[src/rtl/assert_macros.svh]
// ----------------------------------------------------------------------------
// assert_macros.svh
// concurrent assertion helpers used by the rtl core
// ----------------------------------------------------------------------------
`ifndef ASSERT_MACROS_SVH
`define ASSERT_MACROS_SVH

`ifndef SYNTHESIS

// property checked at every clock edge, disabled while reset is asserted
`define ASSERT_AR(lbl, clk, rst_n, prop, msg) \
	lbl: assert property (@(posedge clk) disable iff (!(rst_n)) prop) else $error(msg);

// property checked at every clock edge, also during reset
`define ASSERT_ALW(lbl, clk, prop, msg) \
	lbl: assert property (@(posedge clk) prop) else $error(msg);

`else

`define ASSERT_AR(lbl, clk, rst_n, prop, msg)
`define ASSERT_ALW(lbl, clk, prop, msg)

`endif

`endif

[src/rtl/adcrb_pkg.sv]
// ----------------------------------------------------------------------------
// adcrb_pkg
// opcodes, bus register map and status bit positions of the adc register block
// ----------------------------------------------------------------------------
package adcrb_pkg;

	// item opcodes
	localparam logic [1:0] OP_READ  = 2'd0;
	localparam logic [1:0] OP_WRITE = 2'd1;
	localparam logic [1:0] OP_TICK  = 2'd2;

	// bus register map
	localparam logic [7:0] ADDR_SEL    = 8'd0;
	localparam logic [7:0] ADDR_START  = 8'd1;
	localparam logic [7:0] ADDR_STATUS = 8'd2;
	localparam logic [7:0] ADDR_RESULT = 8'd3;
	localparam logic [7:0] ADDR_RCHAN  = 8'd4;
	localparam logic [7:0] ADDR_IE     = 8'd5;

	// configuration register indexes
	localparam logic [1:0] CFG_CHAN_COUNT = 2'd0;
	localparam logic [1:0] CFG_RES_BITS   = 2'd1;
	localparam logic [1:0] CFG_VREF       = 2'd2;
	localparam logic [1:0] CFG_CONV_CYC   = 2'd3;

	// status bit positions
	localparam int ST_BUSY     = 0;
	localparam int ST_COMPLETE = 1;
	localparam int ST_OVERRUN  = 2;
	localparam int ST_INVALID  = 3;

	// configuration reset values
	localparam logic [4:0]  RST_CHAN_COUNT = 5'd1;
	localparam logic [4:0]  RST_RES_BITS   = 5'd12;
	localparam logic [14:0] RST_VREF       = 15'd3300;
	localparam logic [15:0] RST_CONV_CYC   = 16'd1;

	// number of quotient bits the divider produces
	localparam int DIV_STEPS = 16;

endpackage

[src/rtl/adc_conversion_register_block_core.sv]
// ----------------------------------------------------------------------------
// adc_conversion_register_block_core
// register-mapped adc controller with a shared iterative code divider
// ----------------------------------------------------------------------------
// Each input transfer is a bus read, a bus write or a clock tick and gives one
// output transfer. Reads, writes and ticks that do not finish a conversion load
// their response into the output register when they are accepted. A tick that
// finishes a conversion runs the code computation round(v*maxcode/vref): a
// multiply step, a load step, a restoring divider that produces 16 quotient
// bits (one quotient bit per cycle) and a post of the result; during all of
// this s_tready is low, and the post waits while the output side holds off. A
// code that clamps to zero or full scale skips the load and divide steps. The
// input is taken whenever the sequencer is idle and the output register is
// empty or being emptied in the same cycle.
// ----------------------------------------------------------------------------
`include "assert_macros.svh"

module adc_conversion_register_block_core
	import adcrb_pkg::*;
#(
	parameter int MAX_CHANNELS = 16
) (
	input  logic        clk,
	input  logic        arst_n,
	// configuration write port
	input  logic        cfg_we,
	input  logic [1:0]  cfg_index,
	input  logic [15:0] cfg_data,
	// input stream
	input  logic        s_tvalid,
	output logic        s_tready,
	// s_tdata: address[7:0], write_data[39:8], sample_millivolts[55:40],
	// sample_present[56], zero fill [63:57]
	input  logic [63:0] s_tdata,
	// s_tuser: opcode[1:0]
	input  logic [1:0]  s_tuser,
	// output stream
	output logic        m_tvalid,
	input  logic        m_tready,
	// m_tdata: read_data[31:0], bad_address[32], irq_line[33], zero fill [39:34]
	output logic [39:0] m_tdata
);

	typedef enum logic [2:0] {
		S_IDLE,
		S_MUL,
		S_LOAD,
		S_DIV,
		S_DONE
	} state_t;

	// input fields
	logic [1:0]         in_op;
	logic [7:0]         in_addr;
	logic [31:0]        in_wdata;
	logic [15:0]        in_sample;
	logic               in_present;

	// configuration
	logic [4:0]         cnt_q;
	logic [4:0]         res_q;
	logic [14:0]        vref_q;
	logic [15:0]        conv_q;

	// architectural state
	logic [31:0]        sel_q;
	logic [3:0]         act_q;
	logic [15:0]        held_q;
	logic [15:0]        cyc_q;
	logic [15:0]        code_q;
	logic [3:0]         rch_q;
	logic               busy_q;
	logic               cmpl_q;
	logic               ovr_q;
	logic               inv_q;
	logic               unread_q;
	logic               ie_q;

	// sequencer and divider datapath
	state_t             state_q;
	logic [3:0]         step_q;
	logic [30:0]        prod_q;
	logic [15:0]        den_q;
	logic [15:0]        rem_q;
	logic [15:0]        quo_q;

	// output register
	logic               m_tvalid_q;
	logic [33:0]        out_q;

	// derived values
	logic               accept;
	logic               out_free;
	logic               out_load;
	logic [4:0]         res_sat;
	logic [15:0]        maxcode;
	logic [14:0]        vref_eff;
	logic [31:0]        cnt_sat;
	logic [32:0]        num;
	logic [16:0]        trial;
	logic               qbit;

	// next values for an accepted item
	logic [31:0]        n_sel;
	logic [3:0]         n_act;
	logic [15:0]        n_held;
	logic [15:0]        n_cyc;
	logic               n_busy;
	logic               n_cmpl;
	logic               n_ovr;
	logic               n_inv;
	logic               n_unread;
	logic               n_ie;
	logic [31:0]        n_rd;
	logic               n_bad;
	logic               n_finish;
	logic [15:0]        cyc_dec;

	assign in_addr    = s_tdata[7:0];
	assign in_wdata   = s_tdata[39:8];
	assign in_sample  = s_tdata[55:40];
	assign in_present = s_tdata[56];
	assign in_op      = s_tuser;

	// handshake
	assign out_free = !m_tvalid_q || m_tready;
	assign s_tready = (state_q == S_IDLE) && out_free;
	assign accept   = s_tvalid && s_tready;
	assign m_tvalid = m_tvalid_q;
	assign m_tdata  = {6'd0, out_q};

	// output register loads the response to an item that does not finish a conversion, or a finished conversion
	assign out_load = (accept && !n_finish) || (state_q == S_DONE && out_free);

	// saturated configuration
	assign res_sat  = (res_q == 5'd0) ? 5'd1 : ((res_q > 5'd16) ? 5'd16 : res_q);
	assign maxcode  = 16'hFFFF >> (5'd16 - res_sat);
	assign vref_eff = (vref_q == 15'd0) ? 15'd1 : vref_q;
	assign cnt_sat  = ({27'd0, cnt_q} > 32'(MAX_CHANNELS)) ? 32'(MAX_CHANNELS)
		: {27'd0, cnt_q};

	// divider operands and one restoring step
	assign num   = {1'b0, prod_q, 1'b0} + {18'd0, vref_eff};
	assign trial = {rem_q, quo_q[15]};
	assign qbit  = trial >= {1'b0, den_q};

	// decode of an accepted item
	assign cyc_dec = (cyc_q != 16'd0) ? cyc_q - 16'd1 : 16'd0;

	always_comb begin
		n_sel    = sel_q;
		n_act    = act_q;
		n_held   = held_q;
		n_cyc    = cyc_q;
		n_busy   = busy_q;
		n_cmpl   = cmpl_q;
		n_ovr    = ovr_q;
		n_inv    = inv_q;
		n_unread = unread_q;
		n_ie     = ie_q;
		n_rd     = 32'd0;
		n_bad    = 1'b0;
		n_finish = 1'b0;
		unique case (in_op)
			OP_READ: begin
				unique case (in_addr)
					ADDR_SEL:    n_rd = sel_q;
					ADDR_START:  n_rd = 32'd0;
					ADDR_STATUS: n_rd = {28'd0, inv_q, ovr_q, cmpl_q, busy_q};
					ADDR_RESULT: begin
						n_rd     = {16'd0, code_q};
						n_unread = 1'b0;
					end
					ADDR_RCHAN:  n_rd = {28'd0, rch_q};
					ADDR_IE:     n_rd = {31'd0, ie_q};
					default:     n_bad = 1'b1;
				endcase
			end
			OP_WRITE: begin
				unique case (in_addr)
					ADDR_SEL:    n_sel = in_wdata;
					ADDR_START: begin
						if (in_wdata[0] && !busy_q) begin
							if (sel_q >= cnt_sat) begin
								n_inv = 1'b1;
							end else begin
								n_act  = sel_q[3:0];
								n_cyc  = conv_q;
								n_busy = 1'b1;
								if (in_present) begin
									n_held = in_sample;
								end
							end
						end
					end
					ADDR_STATUS: begin
						n_cmpl = cmpl_q && !in_wdata[ST_COMPLETE];
						n_ovr  = ovr_q && !in_wdata[ST_OVERRUN];
						n_inv  = inv_q && !in_wdata[ST_INVALID];
					end
					ADDR_RESULT, ADDR_RCHAN: begin
					end
					ADDR_IE:     n_ie = in_wdata != 32'd0;
					default:     n_bad = 1'b1;
				endcase
			end
			OP_TICK: begin
				if (busy_q) begin
					n_cyc = cyc_dec;
					if (cyc_dec == 16'd0) begin
						n_finish = 1'b1;
					end
				end
			end
			default: begin
			end
		endcase
	end

	// configuration registers
	always_ff @(posedge clk or negedge arst_n) begin
		if (!arst_n) begin
			cnt_q  <= RST_CHAN_COUNT;
			res_q  <= RST_RES_BITS;
			vref_q <= RST_VREF;
			conv_q <= RST_CONV_CYC;
		end else if (cfg_we) begin
			unique case (cfg_index)
				CFG_CHAN_COUNT: cnt_q  <= cfg_data[4:0];
				CFG_RES_BITS:   res_q  <= cfg_data[4:0];
				CFG_VREF:       vref_q <= cfg_data[14:0];
				CFG_CONV_CYC:   conv_q <= cfg_data;
				default: begin
				end
			endcase
		end
	end

	// divider datapath, no reset needed
	always_ff @(posedge clk) begin
		unique case (state_q)
			S_MUL: begin
				den_q  <= {vref_eff, 1'b0};
				prod_q <= 31'(held_q[14:0]) * 31'(maxcode);
				if (held_q[15] || held_q == 16'd0) begin
					quo_q <= 16'd0;
				end else if (held_q[14:0] >= vref_eff) begin
					quo_q <= maxcode;
				end
			end
			S_LOAD: begin
				rem_q <= num[31:16];
				quo_q <= num[15:0];
			end
			S_DIV: begin
				rem_q <= qbit ? 16'(trial - {1'b0, den_q}) : trial[15:0];
				quo_q <= {quo_q[14:0], qbit};
			end
			default: begin
			end
		endcase
	end

	// sequencer, architectural state and output register
	always_ff @(posedge clk or negedge arst_n) begin
		if (!arst_n) begin
			state_q    <= S_IDLE;
			step_q     <= 4'd0;
			sel_q      <= 32'd0;
			act_q      <= 4'd0;
			held_q     <= 16'd0;
			cyc_q      <= 16'd0;
			code_q     <= 16'd0;
			rch_q      <= 4'd0;
			busy_q     <= 1'b0;
			cmpl_q     <= 1'b0;
			ovr_q      <= 1'b0;
			inv_q      <= 1'b0;
			unread_q   <= 1'b0;
			ie_q       <= 1'b0;
			m_tvalid_q <= 1'b0;
			out_q      <= 34'd0;
		end else begin
			// output valid: set on a load, dropped once the transfer is taken
			if (out_load) begin
				m_tvalid_q <= 1'b1;
			end else if (m_tvalid_q && m_tready) begin
				m_tvalid_q <= 1'b0;
			end
			unique case (state_q)
				S_IDLE: begin
					if (accept) begin
						sel_q    <= n_sel;
						act_q    <= n_act;
						held_q   <= n_held;
						cyc_q    <= n_cyc;
						busy_q   <= n_busy;
						cmpl_q   <= n_cmpl;
						ovr_q    <= n_ovr;
						inv_q    <= n_inv;
						unread_q <= n_unread;
						ie_q     <= n_ie;
						if (n_finish) begin
							state_q <= S_MUL;
						end else begin
							out_q <= {n_cmpl && n_ie, n_bad, n_rd};
						end
					end
				end
				S_MUL: begin
					// clamped codes skip the divider
					if (held_q[15] || held_q == 16'd0 || held_q[14:0] >= vref_eff) begin
						state_q <= S_DONE;
					end else begin
						state_q <= S_LOAD;
					end
				end
				S_LOAD: begin
					step_q  <= 4'd0;
					state_q <= S_DIV;
				end
				S_DIV: begin
					step_q <= step_q + 4'd1;
					if (step_q == 4'(DIV_STEPS - 1)) begin
						state_q <= S_DONE;
					end
				end
				S_DONE: begin
					// post the finished conversion once the output slot is free
					if (out_free) begin
						code_q   <= quo_q;
						rch_q    <= act_q;
						ovr_q    <= ovr_q || unread_q;
						unread_q <= 1'b1;
						cmpl_q   <= 1'b1;
						busy_q   <= 1'b0;
						out_q    <= {ie_q, 1'b0, 32'd0};
						state_q  <= S_IDLE;
					end
				end
				default: state_q <= S_IDLE;
			endcase
		end
	end

	// checks
	`ASSERT_AR(a_ready_idle, clk, arst_n, s_tready |-> state_q == S_IDLE, "ready outside idle")
	`ASSERT_AR(a_rem_below_den, clk, arst_n, (state_q == S_DIV) |-> rem_q < den_q, "remainder not below divisor")
	`ASSERT_AR(a_div_runs, clk, arst_n, (state_q == S_DIV && step_q != 4'(DIV_STEPS - 1)) |=> state_q == S_DIV, "divider left early")
	`ASSERT_AR(a_done_posts, clk, arst_n, (state_q == S_DONE && out_free) |=> (!busy_q && cmpl_q && unread_q && m_tvalid_q), "completion not posted")

endmodule
[config.mk]
export PLATFORM = sky130hd
export DESIGN_NAME = adc_conversion_register_block_core
export DESIGN_NICKNAME = d
export VERILOG_FILES = /design/src/rtl/adcrb_pkg.sv /design/src/rtl/adc_conversion_register_block_core.sv
export VERILOG_INCLUDE_DIRS = /design/src /design/src/rtl
export SDC_FILE = /design/constraint.sdc
export NUM_CORES = 1
export LEC_CHECK = 0
export CAP_MARGIN = 10
export CORE_AREA = 2 2 187 235
export DETAILED_ROUTE_END_ITERATION = 10
export DIE_AREA = 0 0 189 237
export DONT_BUFFER_PORTS = 1
export PLACE_DENSITY = 0.63
export SLEW_MARGIN = 10
export SYNTH_ARGS = -nofsm -noshare
export SYNTH_HDL_FRONTEND = slang
export SYNTH_SLANG_ARGS = --single-unit
[constraint.sdc]
create_clock -name clk -period 6.9 [get_ports clk]
set_input_delay 2.07 -clock clk [delete_from_list [all_inputs] [get_ports clk]]
set_output_delay 2.07 -clock clk [all_outputs]
set_load 0.02 [all_outputs]
==> metrics.txt <==
GRT Total Usage=24.5%; Post-synth ARST share=69.4%; vias in the first global route=16.8k; pre-CTS WS=-513 ps; fraction of layout cells with a size suffix above 1=22.9%; TritonRoute pass-1 iters=5; Min-Delay Path Class=register to register; Worst EP arrival=7520 ps; Syn Area/Cell=9.87 um^2; failing checks=setup timing; largest area contributor in the netlist=dfrtp_1; CTS tree=yes; CTS max path bufs=3; final wirelength=53,500 um; Req. time, crit path=7170 ps; worst vdd ir=0.158 mV; Power Density=160 nW/um^2; CP dominant cell by count=fa_1; Vias=15.9k; Setup CP Type=register to register; Vias per Instance=5.53; Residual DRC=0; #FFs+latches synth=255; clock transition at the registers of the reported paths=70 ps; hold_buf cts=0; most numerous cell in the Yosys netlist=inv_1; wire length per cell=18.6 um; Worst R2R Setup Slack=-340 ps; DP HPWL=42,500 um; Die W=189 um; Worst setup EP type=register; most frequent cells after synthesis=inv_1 (320), nand2_1 (193), nor2_1 (188), fa_1 (182), dfrtp_1 (167); core area=42,600 um^2; Worst Setup Start Kind=register; sequential fraction of the synthesis area=32.2%; r2r worst-path depth=31; pin count of the biggest net entering global routing=178; Final Non-Filler Cells=2,874; Slew Viols, Final=0; Row Count=85; Final Power=3.93 mW; Achievable Freq=138 MHz; Clk Latency, worst-skew pair=530 ps; Die Footprint=44,800 um^2; Top FF cell, synth=dfrtp_1; Post-Place Cells=2,806; Final Critical Period=7240 ps; port bufs=0; Fin. Hold Viols=0; CTS buffer count=25; CTS sink count=255; Post-Syn Instances=2,134; GP Congestion=0.911; initial drt markers=833; CP delay by family, top=adder cells; worst-margin pin slew=1050 ps; Buf/Inv on CP=9; Max Fanout on Critical Path=4; Leakage Power=12.3 nW; Worst path slowest cell=fa_2; Netlist cell types=80; Synth Cell Area=21,100 um^2; RSZ-0062 raised after global routing=yes; global-route wire length before repair=87,300 um; worst clock skew=18.4 ps; FF-to-FF Start=res_q[3]$_DFFE_PN1P_; worst hold endpoint=act_q[1]$_DFFE_PN0P_; remaining antenna violation count=0; Top-Level Pins=131; status=finished with violations; worst reg2reg path endpoint=prod_q[30]$_DFFE_PN_; initial antenna violation count=0; Hold Crit Start=act_q[1]$_DFFE_PN0P_; ranking of synthesized cells by area=dfrtp_1 (20%), fa_1 (17%), edfxtp_1 (11%), ha_1 (8.8%), mux2_2 (6.1%); Final nets=2,712; Initial Util=49.4%; Setup violations, final=9; worst hold stages=2; max_cap viols=0; area growth from synthesis to layout=16.8%; yosys warns=0; Overflow after GRT=0; Largest stage delay, worst path=610 ps; setup ws final=-343 ps; number of enable flip-flop cells after synthesis=78; H-tree levels=1; ANT cells=0; top-area cell type share of the netlist area=19.8%; Die H=237 um; part of the cycle the worst path needs=105%; Slew headroom=29.7%; CTS root buffer=clkbuf_16
==> layout make-up <==
cell class / instances / area [um^2]
Tap cell: 565 / 707
Clock inverter: 6 / 65.1
Sequential cell: 255 / 6780
Multi-Input combinational cell: 1475 / 13400
Clock buffer: 38 / 722
Fill cell: 3654 / 18000
Timing Repair Buffer: 213 / 1720
Inverter: 322 / 1220
==> through the flow <==
stage / area (um^2) / setup TNS, ps / utilization (%) / hold WS (ps)
2_1_floorplan: 21400 / -2.17 / - / 442
3_3_place_gp: 23200 / -3090 / 54.3 / 458
3_5_place_dp: 23200 / -3530 / 54.3 / 464
4_1_cts: 24300 / -1940 / 57.0 / 477
5_1_grt: 24600 / -6210 / 57.7 / 519
6_report: 24600 / -2060 / 57.7 / 478
==> worst reg2reg max path, delay by kind of cell (launching register included) <==
| family | cells | cell delay [ps] |
|---|---|---|
| XOR/XNOR | 1 | 140 |
| buffers and inverters | 9 | 960 |
| adder cells (fa/ha/maj) | 8 | 3710 |
| flip-flops | 1 | 370 |
| AND/OR/NAND/NOR | 7 | 760 |
| AO/OA/AOI/OAI | 5 | 850 |
| multiplexers | 1 | 210 |
==> metal layers <==
metal / vias to the layer above / routed length [um] / part of all wire [%] / GRT usage (%)
li1: 7415 / - / - / -
met5: - / 0 / 0 / 0
met2: 444 / 27900 / 52 / 45.2
met1: 7921 / 20700 / 39 / 28.4
met3: 124 / 2430 / 4.5 / 2.62
met4: 0 / 2520 / 4.7 / 11.1
==> placed cells by master (no fill, tap or decap), drive strengths merged, types with 4 or more instances in the layout <==
cell / synthesis / layout
edfxtp: 78 / 78
clkbuf: 65 / 39
nor4: 30 / 30
o22ai: 13 / 13
o31a: 4 / 4
inv: 321 / 321
ha: 149 / 149
a21oi: 80 / 80
clkinv: 1 / 5
nand2b: 19 / 19
xnor2: 39 / 39
xor2: 29 / 29
or3: 19 / 19
nor3b: 4 / 4
a211oi: 8 / 8
nor3: 36 / 36
and2: 14 / 14
or2: 6 / 6
a22o: 13 / 13
a21o: 31 / 31
nand2: 195 / 195
nand3: 39 / 39
o21a: 9 / 9
o211ai: 7 / 7
o21ai: 66 / 66
mux2i: 45 / 45
dfrtp: 167 / 167
o21bai: 7 / 7
fa: 182 / 182
and3: 25 / 25
nand4: 11 / 11
nor2: 189 / 189
nor2b: 14 / 14
dfstp: 10 / 10
conb: 1 / 6
mux2: 129 / 129
buf: 22 / 212
a31oi: 5 / 5
a21boi: 4 / 4
==> how the worst max path moves through the flow <==
stage | from | endpoint | slack (ps) | depth (start not counted)
after global routing | res_q[2]$_DFFE_PN1P_ | prod_q[27]$_DFFE_PN_ | -630 | 29
final | res_q[3]$_DFFE_PN1P_ | prod_q[30]$_DFFE_PN_ | -340 | 31
after CTS | res_q[3]$_DFFE_PN1P_ | prod_q[26]$_DFFE_PN_ | -370 | 30
after floorplan | res_q[2]$_DFFE_PN1P_ | prod_q[28]$_DFFE_PN_ | -2 | 30
after detailed placement | res_q[1]$_DFFE_PN0P_ | prod_q[28]$_DFFE_PN_ | -510 | 29
after global placement | res_q[1]$_DFFE_PN0P_ | prod_q[28]$_DFFE_PN_ | -470 | 29
==> report_power, final <==
part           switching, mW  total (mW)  internal, mW
Clock                  0.571        1.33         0.761
Sequential            0.0869        1.71          1.62
Combinational          0.506       0.894         0.388
Total                   1.16        3.93          2.77
==> cells by family (layout without fill, tap and decap cells) <==
group | count (synthesis) | after routing | share of synthesized area [%]
adder cells (fa/ha/maj) | 331 | 331 | 26.1
multiplexers | 174 | 174 | 9.03
buffers and inverters | 409 | 579 | 7.59
AND/OR/NAND/NOR | 612 | 612 | 13.5
AO/OA/AOI/OAI | 284 | 284 | 8.73
other | 1 | 6 | 0.0178
flip-flops | 255 | 255 | 32.2
XOR/XNOR | 68 | 68 | 2.83
==> sequential cells by signal, indices dropped and copies added (netlist names), 16 cells and up <==
register,cells
code_q,16
conv_q,16
cyc_q,16
held_q,16
out_q,34
prod_q,31
quo_q,16
rem_q,16
sel_q,32
==> repair_timing <==
item / CTS / global route
pin swaps: 56 / 31
gates resized for setup: 68 / 57
gates cloned: 0 / 1
endpoints found under the setup margin: 13 / 18
setup buffers: 16 / 11
Note: power is estimated with default switching activity, not from simulation.
